**src/design/ppepp_pkg.sv**
```systemverilog
// Package with codes, types and constants of the parallel port controller.
package ppepp_pkg;

  localparam logic [1:0] CMD_WRITE = 2'd0;
  localparam logic [1:0] CMD_READ  = 2'd1;
  localparam logic [1:0] CMD_TICK  = 2'd2;

  localparam logic [2:0] REG_DATA     = 3'd0;
  localparam logic [2:0] REG_STATUS   = 3'd1;
  localparam logic [2:0] REG_CONTROL  = 3'd2;
  localparam logic [2:0] REG_EPP_ADDR = 3'd3;
  localparam logic [2:0] REG_EPP_DATA = 3'd4;

  localparam logic CFG_PORT_MODE  = 1'b0;
  localparam logic CFG_WAIT_LIMIT = 1'b1;

  localparam int unsigned CFG_DATA_W = 4;
  localparam logic [3:0] WAIT_LIMIT_RESET = 4'd10;

  localparam logic MODE_LEGACY = 1'b0;
  localparam logic MODE_EPP    = 1'b1;

  typedef struct packed {
    logic [1:0] cmd;
    logic [2:0] reg_index;
    logic [7:0] write_value;
    logic       nbusy;
    logic       ack;
    logic       paper_empty;
    logic       select;
    logic       error;
    logic [7:0] data_in;
  } item_t;

  typedef struct packed {
    logic [7:0] read_data;
    logic       read_done;
    logic [7:0] data_out;
    logic       data_drive;
    logic       nstrobe;
    logic       nlinefeed;
    logic       reset;
    logic       nselect;
    logic       cycle_busy;
  } result_t;

  typedef struct packed {
    logic                  we;
    logic                  index;
    logic [CFG_DATA_W-1:0] data;
  } cfg_t;

endpackage

```
**src/design/ppepp_core.sv**
```systemverilog
// Register file, EPP cycle control and result formation of the parallel port.
module ppepp_core (
  input  logic              clk,
  input  logic              rst_n,
  input  ppepp_pkg::cfg_t   cfg,
  input  logic              item_accept,
  input  ppepp_pkg::item_t  item,
  output ppepp_pkg::result_t result
);

  logic       mode_r, mode_nxt;
  logic [3:0] limit_r, limit_nxt;
  logic [5:0] ctrl_r, ctrl_nxt;
  logic [7:0] latch_r, latch_nxt;
  logic [7:0] pin_r, pin_nxt;
  logic       drive_r, drive_nxt;
  logic [3:0] pins_r, pins_nxt;
  logic       tmo_r, tmo_nxt;
  logic       active_r, active_nxt;
  logic       is_read_r, is_read_nxt;
  logic       is_addr_r, is_addr_nxt;
  logic [3:0] wait_r, wait_nxt;
  logic [7:0] rdata;
  logic       rdone;
  logic       data_is_out;
  logic       is_addr;
  logic       finish;
  logic       ok;

  assign data_is_out = (mode_r == ppepp_pkg::MODE_LEGACY) || !ctrl_r[5];
  assign is_addr     = (item.reg_index == ppepp_pkg::REG_EPP_ADDR);

  always_comb begin
    mode_nxt    = mode_r;
    limit_nxt   = limit_r;
    ctrl_nxt    = ctrl_r;
    latch_nxt   = latch_r;
    pin_nxt     = pin_r;
    drive_nxt   = drive_r;
    pins_nxt    = pins_r;
    tmo_nxt     = tmo_r;
    active_nxt  = active_r;
    is_read_nxt = is_read_r;
    is_addr_nxt = is_addr_r;
    wait_nxt    = wait_r;
    rdata       = 8'd0;
    rdone       = 1'b0;
    finish      = 1'b0;
    ok          = 1'b0;
    if (cfg.we) begin
      if (cfg.index == ppepp_pkg::CFG_PORT_MODE) begin
        if (cfg.data[0] != mode_r) begin
          mode_nxt = cfg.data[0];
          if (!active_r) begin
            drive_nxt = (cfg.data[0] == ppepp_pkg::MODE_LEGACY) || !ctrl_r[5];
          end
        end
      end else begin
        limit_nxt = cfg.data;
      end
    end else if (item_accept) begin
      if (item.cmd == ppepp_pkg::CMD_TICK) begin
        if (active_r) begin
          if (item.nbusy) begin
            finish = 1'b1;
            ok     = 1'b1;
          end else if (wait_r <= 4'd1) begin
            finish = 1'b1;
          end else begin
            wait_nxt = wait_r - 4'd1;
          end
          if (finish) begin
            if (!ok) begin
              tmo_nxt = 1'b1;
            end
            if (is_read_r) begin
              rdone = 1'b1;
              if (ok) begin
                rdata       = item.data_in;
                ctrl_nxt[5] = 1'b1;
              end
            end
            wait_nxt    = 4'd0;
            active_nxt  = 1'b0;
            pins_nxt[1] = 1'b1;
            pins_nxt[3] = 1'b1;
            if (!is_read_r) begin
              pins_nxt[0] = 1'b1;
              drive_nxt   = !ctrl_r[5];
            end
          end
        end
      end else if ((item.cmd == ppepp_pkg::CMD_WRITE) && !active_r) begin
        case (item.reg_index)
          ppepp_pkg::REG_DATA: begin
            if (data_is_out) begin
              pin_nxt   = item.write_value;
              latch_nxt = item.write_value;
            end
          end
          ppepp_pkg::REG_CONTROL: begin
            if (mode_r == ppepp_pkg::MODE_LEGACY) begin
              ctrl_nxt = {1'b0, item.write_value[4:0]};
            end else begin
              ctrl_nxt  = item.write_value[5:0];
              drive_nxt = !item.write_value[5];
            end
            pins_nxt = {~item.write_value[3], item.write_value[2],
                        ~item.write_value[1], ~item.write_value[0]};
          end
          ppepp_pkg::REG_EPP_ADDR, ppepp_pkg::REG_EPP_DATA: begin
            if (mode_r == ppepp_pkg::MODE_EPP) begin
              if (item.nbusy) begin
                tmo_nxt = 1'b1;
              end else begin
                active_nxt  = 1'b1;
                is_read_nxt = 1'b0;
                is_addr_nxt = is_addr;
                wait_nxt    = (limit_r == 4'd0) ? 4'd1 : limit_r;
                drive_nxt   = 1'b1;
                pin_nxt     = item.write_value;
                pins_nxt    = {!is_addr, pins_r[2], is_addr, 1'b0};
              end
            end
          end
          default: begin
          end
        endcase
      end else if ((item.cmd == ppepp_pkg::CMD_READ) && !active_r) begin
        case (item.reg_index)
          ppepp_pkg::REG_DATA: begin
            rdone = 1'b1;
            rdata = data_is_out ? latch_r : item.data_in;
          end
          ppepp_pkg::REG_STATUS: begin
            rdone   = 1'b1;
            rdata   = {~item.nbusy, item.ack, item.paper_empty, item.select, item.error,
                       2'b00, tmo_r};
            tmo_nxt = 1'b0;
          end
          ppepp_pkg::REG_CONTROL: begin
            rdone = 1'b1;
            rdata = {2'b00, ctrl_r};
          end
          ppepp_pkg::REG_EPP_ADDR, ppepp_pkg::REG_EPP_DATA: begin
            if (item.nbusy) begin
              tmo_nxt = 1'b1;
              rdone   = 1'b1;
            end else begin
              active_nxt  = 1'b1;
              is_read_nxt = 1'b1;
              is_addr_nxt = is_addr;
              wait_nxt    = (limit_r == 4'd0) ? 4'd1 : limit_r;
              drive_nxt   = 1'b0;
              pins_nxt    = {!is_addr, pins_r[2], is_addr, 1'b1};
            end
          end
          default: begin
            rdone = 1'b1;
          end
        endcase
      end
    end
  end

  always_comb begin
    result.read_data  = rdata;
    result.read_done  = rdone;
    result.data_out   = drive_nxt ? pin_nxt : 8'd0;
    result.data_drive = drive_nxt;
    result.nstrobe    = pins_nxt[0];
    result.nlinefeed  = pins_nxt[1];
    result.reset      = pins_nxt[2];
    result.nselect    = pins_nxt[3];
    result.cycle_busy = active_nxt;
  end

  always_ff @(posedge clk) begin
    if (!rst_n) begin
      mode_r    <= ppepp_pkg::MODE_LEGACY;
      limit_r   <= ppepp_pkg::WAIT_LIMIT_RESET;
      ctrl_r    <= '0;
      latch_r   <= '0;
      pin_r     <= '0;
      drive_r   <= 1'b0;
      pins_r    <= '0;
      tmo_r     <= 1'b0;
      active_r  <= 1'b0;
      is_read_r <= 1'b0;
      is_addr_r <= 1'b0;
      wait_r    <= '0;
    end else begin
      mode_r    <= mode_nxt;
      limit_r   <= limit_nxt;
      ctrl_r    <= ctrl_nxt;
      latch_r   <= latch_nxt;
      pin_r     <= pin_nxt;
      drive_r   <= drive_nxt;
      pins_r    <= pins_nxt;
      tmo_r     <= tmo_nxt;
      active_r  <= active_nxt;
      is_read_r <= is_read_nxt;
      is_addr_r <= is_addr_nxt;
      wait_r    <= wait_nxt;
    end
  end

endmodule

```
**src/design/ppepp_skid.sv**
```systemverilog
// Two-entry result buffer that decouples the result channel from the core.
module ppepp_skid (
  input  logic               clk,
  input  logic               rst_n,
  input  logic               push,
  input  ppepp_pkg::result_t push_data,
  output logic               full,
  output logic               out_valid,
  input  logic               out_stall,
  output ppepp_pkg::result_t head_data
);

  logic               main_valid_r, main_valid_nxt;
  logic               skid_valid_r, skid_valid_nxt;
  ppepp_pkg::result_t main_r, main_nxt;
  ppepp_pkg::result_t skid_r, skid_nxt;
  logic               taken;

  assign taken     = main_valid_r && !out_stall;
  assign full      = skid_valid_r;
  assign out_valid = main_valid_r;
  assign head_data = main_r;

  always_comb begin
    main_valid_nxt = main_valid_r;
    skid_valid_nxt = skid_valid_r;
    main_nxt       = main_r;
    skid_nxt       = skid_r;
    if (push) begin
      if (!main_valid_r || taken) begin
        main_nxt       = push_data;
        main_valid_nxt = 1'b1;
      end else begin
        skid_nxt       = push_data;
        skid_valid_nxt = 1'b1;
      end
    end else if (taken) begin
      if (skid_valid_r) begin
        main_nxt       = skid_r;
        skid_valid_nxt = 1'b0;
      end else begin
        main_valid_nxt = 1'b0;
      end
    end
  end

  always_ff @(posedge clk) begin
    if (!rst_n) begin
      main_valid_r <= 1'b0;
      skid_valid_r <= 1'b0;
    end else begin
      main_valid_r <= main_valid_nxt;
      skid_valid_r <= skid_valid_nxt;
    end
  end

  always_ff @(posedge clk) begin
    main_r <= main_nxt;
    skid_r <= skid_nxt;
  end

endmodule

```
**src/design/parallel_port_epp_controller_top.sv**
```systemverilog
// Top level of the parallel port controller with legacy and EPP modes.
// The port takes one register access or microsecond tick per cycle while in_stall is low
// and returns one registered result for each; the register update and result are formed in a
// single pass of decode logic, and a two-entry result buffer lets in_stall rise only when
// both entries hold results that the consumer has not yet taken.
module parallel_port_epp_controller_top (
  input  logic       clk,
  input  logic       rst_n,
  input  logic       cfg_we,
  input  logic       cfg_index,
  input  logic [3:0] cfg_data,
  input  logic       in_valid,
  output logic       in_stall,
  input  logic [1:0] in_cmd,
  input  logic [2:0] in_reg_index,
  input  logic [7:0] in_write_value,
  input  logic       in_nbusy_in,
  input  logic       in_ack_in,
  input  logic       in_paper_out_in,
  input  logic       in_select_in,
  input  logic       in_error_in,
  input  logic [7:0] in_data_in,
  output logic       out_valid,
  input  logic       out_stall,
  output logic [7:0] out_read_data,
  output logic       out_read_done,
  output logic [7:0] out_data_out,
  output logic       out_data_drive,
  output logic       out_nstrobe_out,
  output logic       out_nlinefeed_out,
  output logic       out_reset_out,
  output logic       out_nselect_out,
  output logic       out_cycle_busy
);

  ppepp_pkg::cfg_t    cfg;
  ppepp_pkg::item_t   item;
  ppepp_pkg::result_t core_result;
  ppepp_pkg::result_t out_result;
  logic               full;
  logic               accept;

  assign cfg.we    = cfg_we;
  assign cfg.index = cfg_index;
  assign cfg.data  = cfg_data;

  assign item.cmd         = in_cmd;
  assign item.reg_index   = in_reg_index;
  assign item.write_value = in_write_value;
  assign item.nbusy       = in_nbusy_in;
  assign item.ack         = in_ack_in;
  assign item.paper_empty = in_paper_out_in;
  assign item.select      = in_select_in;
  assign item.error       = in_error_in;
  assign item.data_in     = in_data_in;

  assign in_stall = full;
  assign accept   = in_valid && !full;

  ppepp_core u_core (
    .clk         (clk),
    .rst_n       (rst_n),
    .cfg         (cfg),
    .item_accept (accept),
    .item        (item),
    .result      (core_result)
  );

  ppepp_skid u_skid (
    .clk       (clk),
    .rst_n     (rst_n),
    .push      (accept),
    .push_data (core_result),
    .full      (full),
    .out_valid (out_valid),
    .out_stall (out_stall),
    .head_data (out_result)
  );

  assign out_read_data     = out_result.read_data;
  assign out_read_done     = out_result.read_done;
  assign out_data_out      = out_result.data_out;
  assign out_data_drive    = out_result.data_drive;
  assign out_nstrobe_out   = out_result.nstrobe;
  assign out_nlinefeed_out = out_result.nlinefeed;
  assign out_reset_out     = out_result.reset;
  assign out_nselect_out   = out_result.nselect;
  assign out_cycle_busy    = out_result.cycle_busy;

endmodule

```
**config.mk**
```make
export PLATFORM = sky130hd
export DESIGN_NAME = parallel_port_epp_controller_top
export DESIGN_NICKNAME = d
export VERILOG_FILES = /design/src/design/ppepp_pkg.sv /design/src/design/ppepp_core.sv /design/src/design/ppepp_skid.sv /design/src/design/parallel_port_epp_controller_top.sv
export SDC_FILE = /design/constraint.sdc
export NUM_CORES = 1
export LEC_CHECK = 0
export BUFFER_PORTS_ARGS = -buffer_cell sky130_fd_sc_hd__buf_2
export CAP_MARGIN = 10
export CORE_ASPECT_RATIO = 0.5
export CORE_UTILIZATION = 41
export DETAILED_ROUTE_END_ITERATION = 8
export GPL_ROUTABILITY_DRIVEN = 0
export GPL_TIMING_DRIVEN = 0
export SLEW_MARGIN = 20
export SYNTH_ARGS = -nofsm -noshare
export SYNTH_HDL_FRONTEND = slang
export SYNTH_SLANG_ARGS = --single-unit
export TNS_END_PERCENT = 10
```
**constraint.sdc**
```tcl
create_clock -name clk -period 2.9 [get_ports clk]
set_clock_uncertainty 0.05 [all_clocks]
set_input_delay 0.145 -clock clk [delete_from_list [all_inputs] [get_ports clk]]
set_output_delay 0.145 -clock clk [all_outputs]
set_load 0.03 [all_outputs]
```
Yosys cells after proc, flatten, opt, wreduce, memory -nomap -nowiden
Index checks and enable logic that the tools add are counted.
Widths: inputs -> output; s select.
- flip-flop bits (word level): 87
- input bits: 36
- word-level logic and storage cells: 235
- add/subtract/negate cells: 1
- order comparisons: 1
- equal/unequal tests: 24
- mux-type cells: 131
- bitwise gates (word level): 10
- reductions and logical operators: 36
- operators by type and width (kind ; count):
    $mux 8 ; 17
    $mux 23 ; 4
    $mux 4 ; 20
    $mux 1 ; 79
    $pmux 8 s3 ; 1
    $mux 6 ; 3
    $reduce_and 9->1 ; 2
    $pmux 8 s2 ; 1
    $reduce_and 8->1 ; 2
    $ne 2x2->1 const B ; 7
    $not 1->1 ; 10
    $reduce_bool 2->1 ; 5
    $reduce_and 3->1 ; 3
    $ne 2x1->1 const B ; 4
    $pmux 4 s2 ; 1
    $logic_not 1->1 ; 7
    $eq 3x2->1 const B ; 2
    $mux 2 ; 3
    $ne 3x2->1 const B ; 2
    $ne 3x3->1 const B ; 2
    $reduce_and 2->1 ; 3
    $reduce_and 6->1 ; 1
    $reduce_and 5->1 ; 1
    $le 4x1->1 const B ; 1
    other kinds (16) ; 22

Longest topological paths before layout
- word-level depth: 15
- depth in mapped cells: 9
- mapped depth without buffers: 8

Modules after synthesis
From an unflattened synthesis, not the netlist that was laid out.
- cells, all modules: 404
- area total of the unflattened synthesis: 4383.0 µm²
- modules (own cells, without submodules) (module ; instances ; cells an instance ; area each (µm²)):
    ppepp_core ; 1 ; 320 ; 2521.2
    ppepp_skid ; 1 ; 83 ; 1848.0
    parallel_port_epp_controller_top ; 1 ; 1 ; 13.8

Worst setup path after synthesis
OpenSTA, ideal clock, no wires.
- path type: reg-to-reg
- start: register u_skid.skid_valid_r (netlist: u_skid.full)
- end: register u_skid.main_r (netlist bit u_skid.head_data[0]), enable pin
- data arrival time: 2.183 ns
- required time: 2.436 ns
- setup slack: 0.253 ns
- stages on the path, launching flop included: 5
- cells stage by stage: dfxtp_1 -> nand2b_1 -> clkbuf_1 -> clkbuf_1 -> a22oi_1
- longest elaborated chain between the ends: 4
- elaborated cells between the ends (all ways): 6
- those cells by class: eq/ne (1); reduce/logical (5)
- RTL lines (element ; line ; source):
    start, declared ; ppepp_skid.sv:14 ; logic skid_valid_r, skid_valid_nxt;
    start signal, assigned ; ppepp_skid.sv:53 ; skid_valid_r <= skid_valid_nxt;
    $logic_not 1->1 ; parallel_port_epp_controller_top.sv:58 ; assign accept = in_valid && !full;
    $logic_and 1x1->1 ; parallel_port_epp_controller_top.sv:58 ;
    $ne 2x1->1 (no source line) / $reduce_bool 2->1 (equally long branches) ; -- ;
    $reduce_and 3->1 (no source line) (*) ; -- ;
    end signal, assigned ; ppepp_skid.sv:58 ; main_r <= main_nxt;
    end, declared ; ppepp_skid.sv:15 ; ppepp_pkg::result_t main_r, main_nxt;
Every way passes the cells marked *; elsewhere a longest branch is shown, timed or not.
A chain may end at the register's enable or synchronous reset.

==> flow_summary.ini <==
[setup_path]
cp_num_cells = 6
r2r_setup_slack_ps = 270
critical_path_arrival_ps = 2640
crit-reg2reg-launch = u_skid.full
reg2reg_depth = 6
start_kind = register
cp-startpoint = u_skid.full
critical_path.reg2reg.endpoint = u_skid.head_data[2]
timing_worst_setup_path_type = reg -> reg
series_of_cell_instances_along_the_critical_path = or3b_1, clkbuf_1, nor3_4, nand2_1, a21boi_0, o21ai_0
worst_setup_path_end_kind = register
cell_class_contributing_the_biggest_share_of_worst_path_delay = simple AND/OR/NAND/NOR gates
timing.critical_path.fanout_max = 9
slowest_library_cell_on_the_worst_path = sky130_fd_sc_hd__a21boi_0
timing.critical_path.slowest_cell_delay_ps = 470
worst-path-buf-inv = 1
worstPathRequired_ps = 2910
timing.critical_path.to = u_skid.head_data[2]

[floorplan]
die_w_um = 144
die-height_um = 73.2
initial_util_pct = 43.1
floorplan.core_area_um2 = 9630
i_o_pin_total = 61
rows = 25
die-area_um2 = 10600

[power]
p_comb_share_pct = 12.4
final_power_mw = 3.01
maximum_resistive_drop_on_vdd_v = 0.000342
seqPwrFrac_pct = 45.8
power.switching_mw = 0.779
proportion_of_power_drawn_by_the_clock_network_pct = 41.8
switching_share_pct = 25.9
cellLeakagePower_nw = 1.84
p_int_mw = 2.23
power.density_nw_per_um2 = 604

[timing]
worst_hold_slack_ps = 6.98
timing.slew.headroom_pct = 47.5
final.period_utilization_pct = 90.7
fin_crit_ps = 2630
final_critical_path_setup_slack_ps = 270
unrepaired_setup_endpoints_after_global_routing = false
hold_violations = 0
timing.final.max_slew_violations = 0
max_clock_freq_mhz = 380
setup_viol = 0
max_slew.worst_pin.slew_ps = 785

[finish]
n_fill_cell = 935
multi_input_area_um2 = 1780
diodes = 0
register_area_um2 = 2200
postLayoutCellArea_um2 = 4980
num-nets-final = 555
areaGrowthSynthToFinish_pct = 19.8
final_layout_size_suffix_gt1_share_pct = 18.0

[routing]
drc_violation_count_after_routing = 0
routed-via-count = 3659
dr.first_iter.drc_count = 344
routedWlPerCell_um = 17.7
antenna_left = 0
routed_wire_length_um = 11600
routed_via_density = 5.58
drt-pass1-iter-count = 5

[yosys]
synth_edf_count = 46
seq_area_frac_synth_pct = 53.0
synth_warnings = 0
synth_cells = 445
dominant_combinational_cell_family_by_area_after_synthesis = simple AND/OR/NAND/NOR gates
yosys.area_share.adder_pct = 0.602
async_set_or_reset_flop_fraction_in_the_synthesized_netlist_pct = 0
synth_area_in_xor_xnor_pct = 0
dominantRegCellSynth = sky130_fd_sc_hd__edfxtp_1
simple_gate_share_of_the_synthesized_area_pct = 20.6
syn-cell-area_um2 = 4160
synth_seq_cells = 87
synth_compound_area_share_pct = 18.9
post_synthesis_mux_area_share_pct = 2.44
yosysUniqueCellTypes = 62
net_count_synth = 483
avgSynthCellArea_um2 = 9.34

[place]
io_buffer_count = 58
post-place-ws_ps = 134
post-dp-hpwl_um = 8470
place_area_um2 = 4630

[clock_tree]
cts_buffers = 9
clock_sinks = 87
cts.path.max_buffers = 2
root_buffer = sky130_fd_sc_hd__clkbuf_16
tritoncts = built
clk_pin_slew_ps = 70
insertion_delay_to_the_later_sink_of_the_worst_skew_pair_ps = 340
cts.htree.levels = 3

[global_routing]
gr-usage-all-layers_pct = 23.4
grt_first_pass_wirelength_um = 18000
number_of_global_route_vias_before_repair = 3266
grt_start_max_net_pins = 24
gr_overflow_total = 0
grt_antenna_before_repair = 0

[worst_hold_path]
hp-start = cfg_data[3]
hold_path_class = in -> reg

[run]
maxCapViolations = 0

[run_status]
status = completed
metrics by stage:
stage	utilization, %	setup TNS [ps]	instances
after floorplan	-	0	445
after detailed placement	48.1	0	639
after CTS	51.6	0	656
after global routing	51.7	0	656
after global placement	47.9	-8680	638
final	51.7	0	656
metal layers:
| metal | routed length (um) | vias to the layer above | global-route usage, % |
|---|---|---|---|
| met1 | 5640 | 1733 | 33.3 |
| met5 | 0 | - | 0 |
| met2 | 5010 | 151 | 34.7 |
| li1 | - | 1759 | - |
| met4 | 162 | 0 | 5.73 |
| met3 | 819 | 16 | 6.82 |
sequential cells by signal, indices dropped and copies added, names as in the netlist:
name              flops
u_skid.head_data     23
u_skid.skid_r        23
u_core.latch_r        8
u_core.pin_r          8
u_core.ctrl_r         6
u_core.limit_r        4
u_core.pins_r         4
u_core.wait_r         4
u_core.active_r       1
u_core.drive_r        1
u_core.is_read_r      1
u_core.mode_r         1
u_core.tmo_r          1
u_skid.full           1
u_skid.out_valid      1
tightest hold or removal path: stages:
cell and delay, ps:
sky130_fd_sc_hd__buf_2 80, sky130_fd_sc_hd__nand3_1 60, sky130_fd_sc_hd__nand3_1 80
layout by cell type (no fill, tap or decap), types with 3 or more instances in the layout:
cell / instances
sky130_fd_sc_hd__mux2i_1: 9
sky130_fd_sc_hd__nand2_1: 57
sky130_fd_sc_hd__clkbuf_16: 9
sky130_fd_sc_hd__buf_6: 4
sky130_fd_sc_hd__inv_1: 12
sky130_fd_sc_hd__buf_2: 62
sky130_fd_sc_hd__clkbuf_1: 20
sky130_fd_sc_hd__a21oi_1: 30
sky130_fd_sc_hd__dfxtp_1: 41
sky130_fd_sc_hd__nand4_1: 3
sky130_fd_sc_hd__o31a_1: 3
sky130_fd_sc_hd__a31oi_1: 4
sky130_fd_sc_hd__nand3_1: 26
sky130_fd_sc_hd__a211oi_1: 10
sky130_fd_sc_hd__nor2_1: 59
sky130_fd_sc_hd__a22oi_1: 10
sky130_fd_sc_hd__nor2b_1: 7
sky130_fd_sc_hd__o21ai_0: 26
sky130_fd_sc_hd__nor3_1: 12
sky130_fd_sc_hd__nand2b_1: 7
sky130_fd_sc_hd__edfxtp_1: 46
area by class of cell:
cell class | count | area share, %
plain buffers | 30 | 2.84
clock buffers | 9 | 4.52
clock inverters | 6 | 1.88
inverters | 13 | 0.980
multi-input cells | 315 | 35.7
flip-flops and latches | 87 | 44.2
well taps | 135 | 3.39
repair buffers | 61 | 6.46
timing repair:
item,4_1_cts,5_1_grt
setup buffers,0,0
gates resized for setup,0,4
endpoints found under the setup margin,0,26
endpoints found under the hold margin,2,0
hold buffers,2,0
cells in the mapped netlist (all sizes together) (7+ instances only):
library cell | n | area share (%)
a211oi | 10 | 1.8
dfxtp | 41 | 20
nor2 | 59 | 5.3
nand2 | 57 | 5.1
nor3 | 13 | 1.8
buf | 9 | 1.5
a22oi | 11 | 2.0
a21oi | 30 | 3.6
nor2b | 7 | 1.1
edfxtp | 46 | 33
nand2b | 7 | 1.1
o21ai | 26 | 3.1
nand3 | 26 | 3.1
clkbuf | 21 | 1.9
mux2i | 9 | 2.2
inv | 12 | 1.1
kinds of logic (layout without fill, tap and decap cells):
logic type,Yosys count,count (layout)
AOI/OAI and AO/OA,117,117
adders and majority gates,2,2
buffers and inverters,43,119
DFF,87,87
muxes,10,10
and+or+nand+nor,186,186
power by group through the flow:
stage	Clock, mW	Combinational, mW	Sequential [mW]
floorplan	0	0.166	1.47
global placement	0	0.362	1.40
detailed placement	0	0.367	1.40
CTS	1.27	0.370	1.38
global route	1.31	0.405	1.38
finish	1.26	0.373	1.38
worst min-delay path by stage:
stage | endpoint | slack (ps) | cells after the start
after floorplan | u_core.mode_r | 240 | 2
after global placement | u_core.limit_r[1] | 330 | 3
after detailed placement | u_core.limit_r[1] | 340 | 3
after CTS | u_core.limit_r[3] | 3 | 3
after global routing | u_core.latch_r[6] | 30 | 3
final | u_core.limit_r[3] | 7 | 3
No activity file was read; power rests on OpenSTA's default activity.
